File: src/hdl/hrhp_pkg.sv
`timescale 1ns / 1ps
package hrhp_pkg;

  typedef struct packed {
    logic [7:0] data_byte;
    logic       last_byte;
  } hrhp_in_t;

  typedef struct packed {
    logic        ok;
    logic [9:0]  status_code;
    logic [1:0]  framing;
    logic [63:0] content_length;
    logic        interim;
    logic        connection_close;
  } hrhp_out_t;

  localparam logic [1:0] FRAME_NONE    = 2'd0;
  localparam logic [1:0] FRAME_CHUNKED = 2'd1;
  localparam logic [1:0] FRAME_LENGTH  = 2'd2;
  localparam logic [1:0] FRAME_CLOSE   = 2'd3;

endpackage

File: src/hdl/http_response_head_parser_core.sv
`timescale 1ns / 1ps
// HTTP/1.x response head parser.
// Input channel: one word per byte of the head (data_byte, last_byte), taken
// when in_valid_i is high and in_stall_o is low. Output channel: one word per
// head, presented on the byte that carries last_byte, held while out_stall_i
// is high. Configuration channel: cfg_valid_i/cfg_ready_o write max_body_size;
// write only while the parser is idle.
// The result appears, registered, in the cycle after the last byte is taken.
// Throughput: one byte per cycle when not stalled; the whole per-byte step
// is a single registered stage, bounded by the 64-bit times-ten add and
// overflow check. Bytes that close no head produce no word.
// Reset clears the parse state and the output valid, and loads max_body_size
// with 16777216. After each result the parse state returns to its reset value.
// While a result waits under stall, further input is stalled too, so no word
// is lost; once the result is taken input flows again in the same cycle.
module http_response_head_parser_core
  import hrhp_pkg::*;
(
  input  logic        clk_i,
  input  logic        rst_ni,
  input  logic        in_valid_i,
  output logic        in_stall_o,
  input  hrhp_in_t    in_data_i,
  output logic        out_valid_o,
  input  logic        out_stall_i,
  output hrhp_out_t   out_data_o,
  input  logic        cfg_valid_i,
  output logic        cfg_ready_o,
  input  logic [63:0] cfg_data_i
);

  localparam logic [2:0] PH_STATUS = 3'd0;
  localparam logic [2:0] PH_START  = 3'd1;
  localparam logic [2:0] PH_FIELD  = 3'd2;
  localparam logic [2:0] PH_SKIP   = 3'd3;
  localparam logic [2:0] PH_DONE   = 3'd4;

  localparam logic [2:0] FP_NAME      = 3'd0;
  localparam logic [2:0] FP_NAME_WS   = 3'd1;
  localparam logic [2:0] FP_VAL_LEAD  = 3'd2;
  localparam logic [2:0] FP_VAL       = 3'd3;
  localparam logic [2:0] FP_VAL_TRAIL = 3'd4;

  localparam logic [2:0] NAME_CL   = 3'd1;
  localparam logic [2:0] NAME_TE   = 3'd2;
  localparam logic [2:0] NAME_CONN = 3'd4;

  localparam logic [8*14-1:0] TXT_CL    = "content-length";
  localparam logic [8*17-1:0] TXT_TE    = "transfer-encoding";
  localparam logic [8*10-1:0] TXT_CONN  = "connection";
  localparam logic [8*7-1:0]  TXT_CHUNK = "chunked";
  localparam logic [8*8-1:0]  TXT_IDENT = "identity";
  localparam logic [8*5-1:0]  TXT_CLOSE = "close";
  localparam logic [8*7-1:0]  TXT_HTTP  = "HTTP/1.";

  localparam logic [7:0] CH_CR    = 8'h0d;
  localparam logic [7:0] CH_LF    = 8'h0a;
  localparam logic [7:0] CH_SP    = 8'h20;
  localparam logic [7:0] CH_TAB   = 8'h09;
  localparam logic [7:0] CH_COLON = 8'h3a;
  localparam logic [7:0] CH_ZERO  = 8'h30;

  typedef struct packed {
    logic [2:0]  phase;
    logic [3:0]  pos;
    logic [9:0]  code;
    logic        held;
    logic [2:0]  ncand;
    logic [2:0]  vcand;
    logic [4:0]  midx;
    logic [2:0]  fpart;
    logic [63:0] num;
    logic [63:0] saved;
    logic        have_len;
    logic        chunked;
    logic        close_seen;
    logic        failed;
  } hrhp_state_t;

  localparam hrhp_state_t STATE_RESET = '{
    phase: PH_STATUS, pos: 4'd0, code: 10'd0, held: 1'b0, ncand: 3'b111,
    vcand: 3'b111, midx: 5'd0, fpart: FP_NAME, num: 64'd0, saved: 64'd0,
    have_len: 1'b0, chunked: 1'b0, close_seen: 1'b0, failed: 1'b0};

  function automatic logic [7:0] lower(input logic [7:0] c);
    lower = (c >= 8'h41 && c <= 8'h5a) ? c + 8'h20 : c;
  endfunction

  function automatic logic is_ows(input logic [7:0] c);
    is_ows = (c == CH_SP) || (c == CH_TAB);
  endfunction

  function automatic logic is_digit(input logic [7:0] c);
    is_digit = (c >= 8'h30) && (c <= 8'h39);
  endfunction

  function automatic logic [7:0] name_ch(input int k, input logic [4:0] i);
    name_ch = 8'h00;
    unique case (k)
      0: if (i < 5'd14) name_ch = TXT_CL[8*(13 - i) +: 8];
      1: if (i < 5'd17) name_ch = TXT_TE[8*(16 - i) +: 8];
      default: if (i < 5'd10) name_ch = TXT_CONN[8*(9 - i) +: 8];
    endcase
  endfunction

  function automatic logic [7:0] val_ch(input int k, input logic [4:0] i);
    val_ch = 8'h00;
    unique case (k)
      0: if (i < 5'd7) val_ch = TXT_CHUNK[8*(6 - i) +: 8];
      1: if (i < 5'd8) val_ch = TXT_IDENT[8*(7 - i) +: 8];
      default: if (i < 5'd5) val_ch = TXT_CLOSE[8*(4 - i) +: 8];
    endcase
  endfunction

  function automatic hrhp_state_t narrow_step(input hrhp_state_t s, input logic is_val,
                                              input logic [7:0] c);
    hrhp_state_t r;
    logic [7:0]  lc;
    logic [7:0]  t;
    r  = s;
    lc = lower(c);
    for (int k = 0; k < 3; k++) begin
      t = is_val ? val_ch(k, s.midx) : name_ch(k, s.midx);
      if (t == 8'h00 || t != lc) begin
        if (is_val) r.vcand[k] = 1'b0;
        else r.ncand[k] = 1'b0;
      end
    end
    if (s.midx != 5'd31) r.midx = s.midx + 5'd1;
    narrow_step = r;
  endfunction

  function automatic hrhp_state_t resolve(input hrhp_state_t s);
    hrhp_state_t r;
    r = s;
    if (s.midx != 5'd14) r.ncand[0] = 1'b0;
    if (s.midx != 5'd17) r.ncand[1] = 1'b0;
    if (s.midx != 5'd10) r.ncand[2] = 1'b0;
    r.fpart = FP_VAL_LEAD;
    r.vcand = 3'b111;
    r.midx  = 5'd0;
    r.num   = 64'd0;
    resolve = r;
  endfunction

  function automatic hrhp_state_t value_char(input hrhp_state_t s, input logic [7:0] c);
    hrhp_state_t r;
    logic [67:0] prod;
    r = s;
    if (s.ncand == NAME_CL) begin
      prod = {1'b0, s.num, 3'b000} + {3'b000, s.num, 1'b0} + {60'd0, c - CH_ZERO};
      if (!is_digit(c) || prod[67:64] != 4'd0) r.failed = 1'b1;
      else r.num = prod[63:0];
    end else begin
      r = narrow_step(s, 1'b1, c);
    end
    value_char = r;
  endfunction

  function automatic hrhp_state_t field_byte(input hrhp_state_t s, input logic [7:0] c);
    hrhp_state_t r;
    r = s;
    unique case (s.fpart)
      FP_NAME: begin
        if (c == CH_COLON) r = resolve(s);
        else if (is_ows(c)) r.fpart = FP_NAME_WS;
        else r = narrow_step(s, 1'b0, c);
      end
      FP_NAME_WS: begin
        if (c == CH_COLON) r = resolve(s);
        else if (!is_ows(c)) begin
          r.ncand = 3'b000;
          r.fpart = FP_NAME;
        end
      end
      FP_VAL_LEAD: begin
        if (!is_ows(c)) begin
          r.fpart = FP_VAL;
          r = value_char(r, c);
        end
      end
      FP_VAL: begin
        if (is_ows(c)) r.fpart = FP_VAL_TRAIL;
        else r = value_char(s, c);
      end
      default: begin
        if (!is_ows(c)) begin
          r.vcand = 3'b000;
          if (s.ncand == NAME_CL) r.failed = 1'b1;
          r.fpart = FP_VAL;
        end
      end
    endcase
    field_byte = r;
  endfunction

  function automatic hrhp_state_t take(input hrhp_state_t s, input logic [7:0] c);
    hrhp_state_t r;
    r = s;
    if (!s.failed) begin
      if (s.phase == PH_STATUS) begin
        if (s.pos < 4'd7) begin
          if (c != TXT_HTTP[8*(6 - s.pos[2:0]) +: 8]) r.failed = 1'b1;
        end else if (s.pos == 4'd7) begin
          if (!is_digit(c)) r.failed = 1'b1;
        end else if (s.pos == 4'd8 || s.pos == 4'd12) begin
          if (c != CH_SP) r.failed = 1'b1;
        end else if (s.pos <= 4'd11) begin
          if (!is_digit(c)) r.failed = 1'b1;
          else r.code = 10'((s.code << 3) + (s.code << 1) + {2'b00, c - CH_ZERO});
        end
        if (s.pos != 4'd13) r.pos = s.pos + 4'd1;
      end else if (s.phase == PH_START) begin
        if (is_ows(c)) r.phase = PH_SKIP;
        else begin
          r.phase = PH_FIELD;
          r.ncand = 3'b111;
          r.midx  = 5'd0;
          r.fpart = FP_NAME;
          r = field_byte(r, c);
        end
      end else if (s.phase == PH_FIELD) begin
        r = field_byte(s, c);
      end
    end
    take = r;
  endfunction

  function automatic hrhp_state_t end_line(input hrhp_state_t s);
    hrhp_state_t r;
    r = s;
    if (!s.failed) begin
      unique case (s.phase)
        PH_STATUS: begin
          if (s.pos < 4'd12) r.failed = 1'b1;
          r.phase = PH_START;
        end
        PH_START: r.phase = PH_DONE;
        PH_SKIP:  r.phase = PH_START;
        PH_FIELD: begin
          r.phase = PH_START;
          if (s.fpart <= FP_NAME_WS) r.failed = 1'b1;
          else if (s.ncand == NAME_CL) begin
            if (s.fpart == FP_VAL_LEAD) r.failed = 1'b1;
            else if (s.have_len && s.num != s.saved) r.failed = 1'b1;
            else begin
              r.have_len = 1'b1;
              r.saved    = s.num;
            end
          end else if (s.ncand == NAME_TE) begin
            if (s.fpart != FP_VAL_LEAD) begin
              if (s.vcand[0] && s.midx == 5'd7) r.chunked = 1'b1;
              else if (!(s.vcand[1] && s.midx == 5'd8)) r.failed = 1'b1;
            end
          end else if (s.ncand == NAME_CONN) begin
            if (s.fpart != FP_VAL_LEAD && s.vcand[2] && s.midx == 5'd5)
              r.close_seen = 1'b1;
          end
        end
        default: ;
      endcase
    end
    end_line = r;
  endfunction

  function automatic hrhp_state_t feed(input hrhp_state_t s, input logic [7:0] c);
    hrhp_state_t r;
    r = s;
    if (c == CH_CR) r.held = 1'b1;
    else if (c == CH_LF) r = end_line(s);
    else r = take(s, c);
    feed = r;
  endfunction

  hrhp_state_t st_q, st_d;
  logic [63:0] max_body_q;
  logic        out_valid_q;
  hrhp_out_t   out_q, out_d;
  logic        emit;
  logic        in_fire;

  assign in_stall_o  = out_valid_q & out_stall_i;
  assign in_fire     = in_valid_i & ~in_stall_o;
  assign cfg_ready_o = 1'b1;
  assign out_valid_o = out_valid_q;
  assign out_data_o  = out_q;

  always_comb begin
    hrhp_state_t s;
    s     = st_q;
    out_d = '0;
    emit  = 1'b0;
    if (s.held) begin
      s.held = 1'b0;
      if (in_data_i.data_byte == CH_LF) s = end_line(s);
      else s = feed(take(s, CH_CR), in_data_i.data_byte);
    end else begin
      s = feed(s, in_data_i.data_byte);
    end
    st_d = s;
    if (in_data_i.last_byte) begin
      emit = 1'b1;
      if (s.held) begin
        s.held = 1'b0;
        s = take(s, CH_CR);
      end
      if (s.phase == PH_STATUS || s.phase == PH_FIELD || s.phase == PH_SKIP)
        s = end_line(s);
      if (!s.failed) begin
        if (s.code >= 10'd100 && s.code < 10'd200) out_d.interim = 1'b1;
        else if (s.code == 10'd204 || s.code == 10'd304) out_d.framing = FRAME_NONE;
        else if (s.chunked) out_d.framing = FRAME_CHUNKED;
        else if (s.have_len) begin
          if (s.saved > max_body_q) s.failed = 1'b1;
          else begin
            out_d.framing        = FRAME_LENGTH;
            out_d.content_length = s.saved;
          end
        end else out_d.framing = FRAME_CLOSE;
      end
      if (s.failed) out_d = '0;
      else begin
        out_d.ok               = 1'b1;
        out_d.status_code      = s.code;
        out_d.connection_close = s.close_seen;
      end
      st_d = STATE_RESET;
    end
  end

  always_ff @(posedge clk_i or negedge rst_ni) begin
    if (!rst_ni) begin
      st_q        <= STATE_RESET;
      max_body_q  <= 64'd16777216;
      out_valid_q <= 1'b0;
    end else begin
      if (in_fire) st_q <= st_d;
      if (cfg_valid_i) max_body_q <= cfg_data_i;
      if (in_fire) out_valid_q <= emit;
      else if (!out_stall_i) out_valid_q <= 1'b0;
    end
  end

  always_ff @(posedge clk_i) begin
    if (in_fire && emit) out_q <= out_d;
  end

  assert property (@(posedge clk_i) disable iff (!rst_ni)
    out_valid_o && !out_data_o.ok |-> out_data_o.status_code == 10'd0 &&
      out_data_o.framing == FRAME_NONE && out_data_o.content_length == 64'd0)
    else $error("failed head carries nonzero fields");

  assert property (@(posedge clk_i) disable iff (!rst_ni)
    out_valid_o && out_data_o.framing != FRAME_LENGTH |-> out_data_o.content_length == 64'd0)
    else $error("length without length framing");

  assert property (@(posedge clk_i) disable iff (!rst_ni)
    out_valid_o && out_data_o.interim |-> out_data_o.framing == FRAME_NONE)
    else $error("interim response with body framing");

  assert property (@(posedge clk_i) disable iff (!rst_ni)
    in_fire && in_data_i.last_byte |=> st_q == STATE_RESET && out_valid_o)
    else $error("state not cleared after result");

endmodule

File: config.mk
export PLATFORM = sky130hd
export DESIGN_NAME = http_response_head_parser_core
export DESIGN_NICKNAME = d
export VERILOG_FILES = /design/src/hdl/hrhp_pkg.sv /design/src/hdl/http_response_head_parser_core.sv
export SDC_FILE = /design/constraint.sdc
export NUM_CORES = 2
export LEC_CHECK = 0
export BUFFER_PORTS_ARGS = -buffer_cell sky130_fd_sc_hd__buf_2
export CAP_MARGIN = 20
export CORE_ASPECT_RATIO = 0.7
export CORE_MARGIN = 4
export CORE_UTILIZATION = 58
export CTS_CLUSTER_DIAMETER = 80
export DETAILED_ROUTE_END_ITERATION = 6
export GPL_ROUTABILITY_DRIVEN = 0
export PLACE_DENSITY = 0.87
export SLEW_MARGIN = 10
export SYNTH_ARGS = -nofsm -noshare
export SYNTH_HDL_FRONTEND = slang
export SYNTH_SLANG_ARGS = --single-unit
File: constraint.sdc
create_clock -name clk_i -period 8.7 [get_ports clk_i]
set_input_delay 1.74 -clock clk_i [delete_from_list [all_inputs] [get_ports clk_i]]
set_output_delay 1.74 -clock clk_i [all_outputs]
set_load 0.02 [all_outputs]
==> results_dict.tcl, run 1 <==
set metrics [dict create \
    status "stopped before the end" \
    stop_stage "global routing" \
    stop_error "[ERROR GRT-0116] Global routing finished with congestion. Check the congestion regions in the DRC Viewer." \
    yosysSeqAreaShare_pct 25.4 \
    synth_fa_ha_area_share_pct 9.75 \
    die_y_um 205 \
    avgSynthCellArea_um2 8.01 \
    ios 160 \
    grt_pass1_wl_um 387000 \
    ctsHtreeMaxLevel 2 \
    grt_use_total_pct 88.0 \
    clock-root-buffer "clkbuf_16" \
    io_buffers 158 \
    overflow 1734 \
    synth_seq_cells 308 \
    syn-num-nets 4312 \
    synth-xor-area-share_pct 5.26 \
    die_x_um 289 \
    synth_top_family_by_area "compound AO/OA/AOI/OAI gates" \
    synth_flop_cell "dfrtp_1" \
    yosys.area_share.simple_pct 20.3 \
    synth.top_cell.area_share_pct 17.4 \
    synth-compound-area-share_pct 30.5 \
    yosys.area.top_type "dfrtp_1" \
    synth_async_sr_flop_share_pct 74.4 \
    syn_area_mm2 0.0320 \
    grt_pass1_vias 55095 \
    synth.area.mux_share_pct 2.78 \
    synth.distinct_cells 123 \
    dp_hpwl_um 122000 \
    cts-buffers-inserted 34 \
    grt_max_degree 167 \
    start_util_pct 59.1 \
    cts_sinks 308 \
    syn_inst 3992 \
    num_rows 71 \
    synth_enable_flop_cells 79 \
    cts_buffer_depth 3 \
    yosysWarnings 0 \
    ys_top_cells_by_area "dfrtp_1 17%, ha_1 9.0%, edfxtp_1 7.4%, o21ai_0 5.5%, a21oi_1 5.3%" \
]
Yosys cell counts (all sizes together) (12+ instances only):
| cell type | number |
|---|---|
| nand4 | 86 |
| fa | 12 |
| o221ai | 12 |
| nand3 | 103 |
| a22o | 74 |
| nand2 | 436 |
| edfxtp | 79 |
| o31ai | 27 |
| o21ai | 370 |
| o2111ai | 21 |
| o211ai | 36 |
| a31o | 14 |
| dfrtp | 222 |
| nor3 | 114 |
| and3 | 33 |
| nor3b | 13 |
| o21bai | 16 |
| o21a | 28 |
| a21oi | 346 |
| a22oi | 16 |
| a21o | 60 |
| or2 | 15 |
| nor2b | 37 |
| a21boi | 31 |
| xnor2 | 146 |
| nor4b | 15 |
| a31oi | 46 |
| a221oi | 18 |
| a2111oi | 61 |
| nor2 | 259 |
| buf | 111 |
| and2 | 31 |
| or3 | 31 |
| xor2 | 46 |
| o22ai | 47 |
| mux2i | 53 |
| nor4 | 42 |
| inv | 168 |
| mux2 | 30 |
| ha | 230 |
| clkbuf | 179 |
| nand2b | 37 |
| a211oi | 52 |
routing by layer:
layer / GRT overflow / track usage (%)
met1: 232 / 84.9
met2: 788 / 96.1
met5: 48 / 81.3
met3: 259 / 84.8
met4: 407 / 85.8
cells by family after synthesis:
logic type / after synthesis
AO/OA/AOI/OAI: 1401
XOR/XNOR: 192
adder cells (fa/ha/maj): 242
buffers and inverters: 463
flip-flops: 308
multiplexers: 84
other: 1
AND/OR/NAND/NOR: 1301
stage by stage:
stage | setup WS [ns] | hold slack, ns | cell area [µm²] | std cells | TNS, ns
detailed placement | -3.23 | 0.481 | 40300 | 5572 | -237.05
CTS | -2.04 | 0.503 | 43100 | 5689 | -146.19
global placement | -2.45 | 0.470 | 40300 | 5572 | -184.15
floorplan | -1.31 | 0.449 | 32300 | 3992 | -96.38
what timing repair did:
item / CTS
gates resized for setup: 154
pin swaps: 49
hold buffers: 0
buffers inserted: 63
endpoints found under the setup margin: 79
gates cloned: 7
==> inputs of run 2 (changes only) <==
CORE_ASPECT_RATIO = not set   (was 0.7)
CORE_UTILIZATION = 40   (was 58)
CTS_CLUSTER_DIAMETER = not set   (was 80)
PLACE_DENSITY = not set   (was 0.87)
PLACE_DENSITY_LB_ADDON = 0.15   (was not set)
clock period = 11.3 ns   (was 8.7 ns; I/O delays follow)
==> results_dict.tcl, run 2 <==
set metrics [dict create \
    status "finished with violations" \
    violations "design-rule violations" \
    clk_pin_slew_worst_paths_ns 0.06 \
    cts-buffers-inserted 36 \
    ys_top_cells_by_area "dfrtp_1 17%, ha_1 9.0%, edfxtp_1 7.4%, o21ai_0 5.5%, a21oi_1 5.3%" \
    cp_max_fo 11 \
    synth.top_cell.area_share_pct 17.4 \
    antenna_left 0 \
    ir_worst_vdd_mv 0.126 \
    drv_slew 0 \
    r2r-start "st_q[100]$_DFFE_PN0P_" \
    syn-num-nets 4312 \
    max_stage_delay_ns 0.53 \
    final_area_mm2 0.0396 \
    cp_slowest_cell "fa_1" \
    worstHoldEndpoint "st_q[156]$_DFFE_PN0P_" \
    synthTopCellsByCount "433 x nand2_1, 354 x o21ai_0, 339 x a21oi_1" \
    cts_sinks 308 \
    vias 35326 \
    fillers 7755 \
    p_leak_nw 16.7 \
    final_common_cell "buf_4" \
    firstDrtPassIters 7 \
    num_rows 103 \
    finClkSkew_ns 0.0328 \
    reg2reg_slack_ns 1.28 \
    syn_area_mm2 0.0320 \
    worst-path-stages 48 \
    grt_pass1_vias 32441 \
    grt_use_total_pct 32.6 \
    cap_viol_max_count 0 \
    worst_pin_slew_ns 1.09 \
    antenna_found_initial 2 \
    yosysWarnings 0 \
    overflow 0 \
    areaGrowthSynthToFinish_pct 23.7 \
    synth_most_common_cell "nand2_1" \
    place_area_mm2 0.0368 \
    nets 4743 \
    finalWirelength_um 146000 \
    clock_latency_ns 0.58 \
    hp-start "st_q[156]$_DFFE_PN0P_" \
    crit_path_start_kind "input pin" \
    post-route-worst-setup-slack_ns 0.0864 \
    cp_top_family "compound AO/OA/AOI/OAI gates" \
    crit_type "input pin to flop" \
    cp-end-kind "flop" \
    yosys.area.top_type "dfrtp_1" \
    met3WireLength_um 17900 \
    final_cell_count_no_fill 5502 \
    yosysSeqAreaShare_pct 25.4 \
    placed_cells 5403 \
    arrival_ns 11.58 \
    final_cell_mix "485 x buf_4, 430 x nand2_1, 341 x o21ai_0" \
    drc_errors 14 \
    cp_common_cell "buf_4" \
    hp-class "flop to flop" \
    p_per_area_mw_per_mm2 74.0 \
    path_buf_inv 13 \
    ctsHtreeMaxLevel 2 \
    synth_flop_cell "dfrtp_1" \
    cts_buffer_depth 3 \
    dp_hpwl_um 112000 \
    core_mm2 0.0791 \
    syn_inst 3992 \
    die_y_um 291 \
    routed-wl-met2_um 58600 \
    highest_layer "met5" \
    drive_above_1_share_pct 23.7 \
    hold_viol 0 \
    period_needed_ns 11.21 \
    io_buffers 158 \
    grt_pass1_wl_um 214000 \
    holdPathStages 2 \
    pre_cts_slack_ns -1.21 \
    largest_reg_flops 164 \
    required_ns 11.67 \
    rr_endpoint "out_data_o[46]$_SDFFCE_PP0P_" \
    regMostFlops "st_q" \
    postCtsHoldBufs 0 \
    synth_enable_flop_cells 79 \
    relSlewSlack_pct 26.6 \
    viasPerCell 6.42 \
    synth.distinct_cells 123 \
    cts_tree "done" \
    setup_violations 0 \
    grt_max_degree 127 \
    synth_async_sr_flop_share_pct 74.4 \
    start_util_pct 40.4 \
    synth_seq_cells 308 \
    rsz0062_at_grt "yes" \
    die_x_um 291 \
    avgSynthCellArea_um2 8.01 \
    initialDrtViolationCount 4817 \
    wire_per_inst_um 26.5 \
    post-route-period-util_pct 99.2 \
    ios 160 \
    wl_met1_um 61700 \
    setup_tns_ns 0 \
    die-area_mm2 0.0846 \
    clock-root-buffer "clkbuf_16" \
    fmax_ghz 0.0892 \
    r2r.worst_path.cells 42 \
]
run 2: cell counts after synthesis:
No cell type changed its count.
run 2: power breakdown:
group          internal (mW)  total [mW]  switching, mW
Clock                  0.720        1.24          0.523
Sequential              1.18        1.20         0.0245
Combinational          0.167       0.483          0.316
run 2: cell type report:
cell class / instances / area, µm² / share of cell area (%)
multi-input combinational: 3221 / 23100 / 58.3
sequential: 308 / 8110 / 20.5
timing repair buffer: 683 / 5160 / 13.1
tap: 1050 / 1310 / 3.32
clock buffer: 58 / 1140 / 2.87
inverter: 173 / 656 / 1.66
clock inverter: 8 / 111 / 0.281
antenna: 1 / 2.50 / 0.00632
run 2: routing by layer:
| metal | up-vias | global-route usage (%) |
|---|---|---|
| met3 | 425 | 9.37 |
| met4 | 2 | 13.0 |
| li1 | 15763 | - |
| met2 | 2292 | 46.2 |
| met1 | 16844 | 46.4 |
| met5 | - | 0 |
run 2: through the flow:
stage	hold slack, ns	power [mW]	util (%)
after floorplan	0.449	1.48	-
after global placement	0.471	1.67	46.5
after detailed placement	0.481	1.67	46.5
after CTS	0.492	2.91	49.1
after global routing	0.534	3.03	50.0
final	0.487	2.93	50.0
run 2: timing repair:
action	in CTS	in global routing
gates resized for setup	93	117
pin swaps	34	67
cloned	3	2
setup buffers	19	15
endpoints found under the setup margin	77	77
run 2: how the worst max path moves through the flow:
stage / endpoint / from
detailed placement: out_data_o[28]$_SDFFCE_PP0P_ / in_data_i[5]
CTS: out_data_o[60]$_SDFFCE_PP0P_ / in_data_i[6]
global placement: out_data_o[29]$_SDFFCE_PP0P_ / in_data_i[5]
floorplan: out_data_o[49]$_SDFFCE_PP0P_ / in_data_i[5]
finish: out_data_o[46]$_SDFFCE_PP0P_ / in_data_i[6]
global route: out_data_o[46]$_SDFFCE_PP0P_ / in_data_i[7]
run 2: worst reg2reg max path: cells and delay by family, from the launching register on:
kind	cells	cell delay (ns)
buffers and inverters	11	1.78
adder cells (fa/ha/maj)	3	1.13
AO/OA/AOI/OAI	17	3.72
flip-flops	1	0.70
AND/OR/NAND/NOR	11	2.52
run 2: logic make-up (layout without fill, tap and decap cells):
family	after synthesis	count (layout)	synth area share [%]
AO/OA/AOI/OAI	1401	1401	30.5
XOR/XNOR	192	192	5.26
adder cells (fa/ha/maj)	242	242	9.75
buffers and inverters	463	922	6.10
flip-flops	308	308	25.4
multiplexers	84	84	2.78
other	1	2	0.0117
AND/OR/NAND/NOR	1301	1301	20.3
Note: power is estimated with default switching activity, not from simulation.
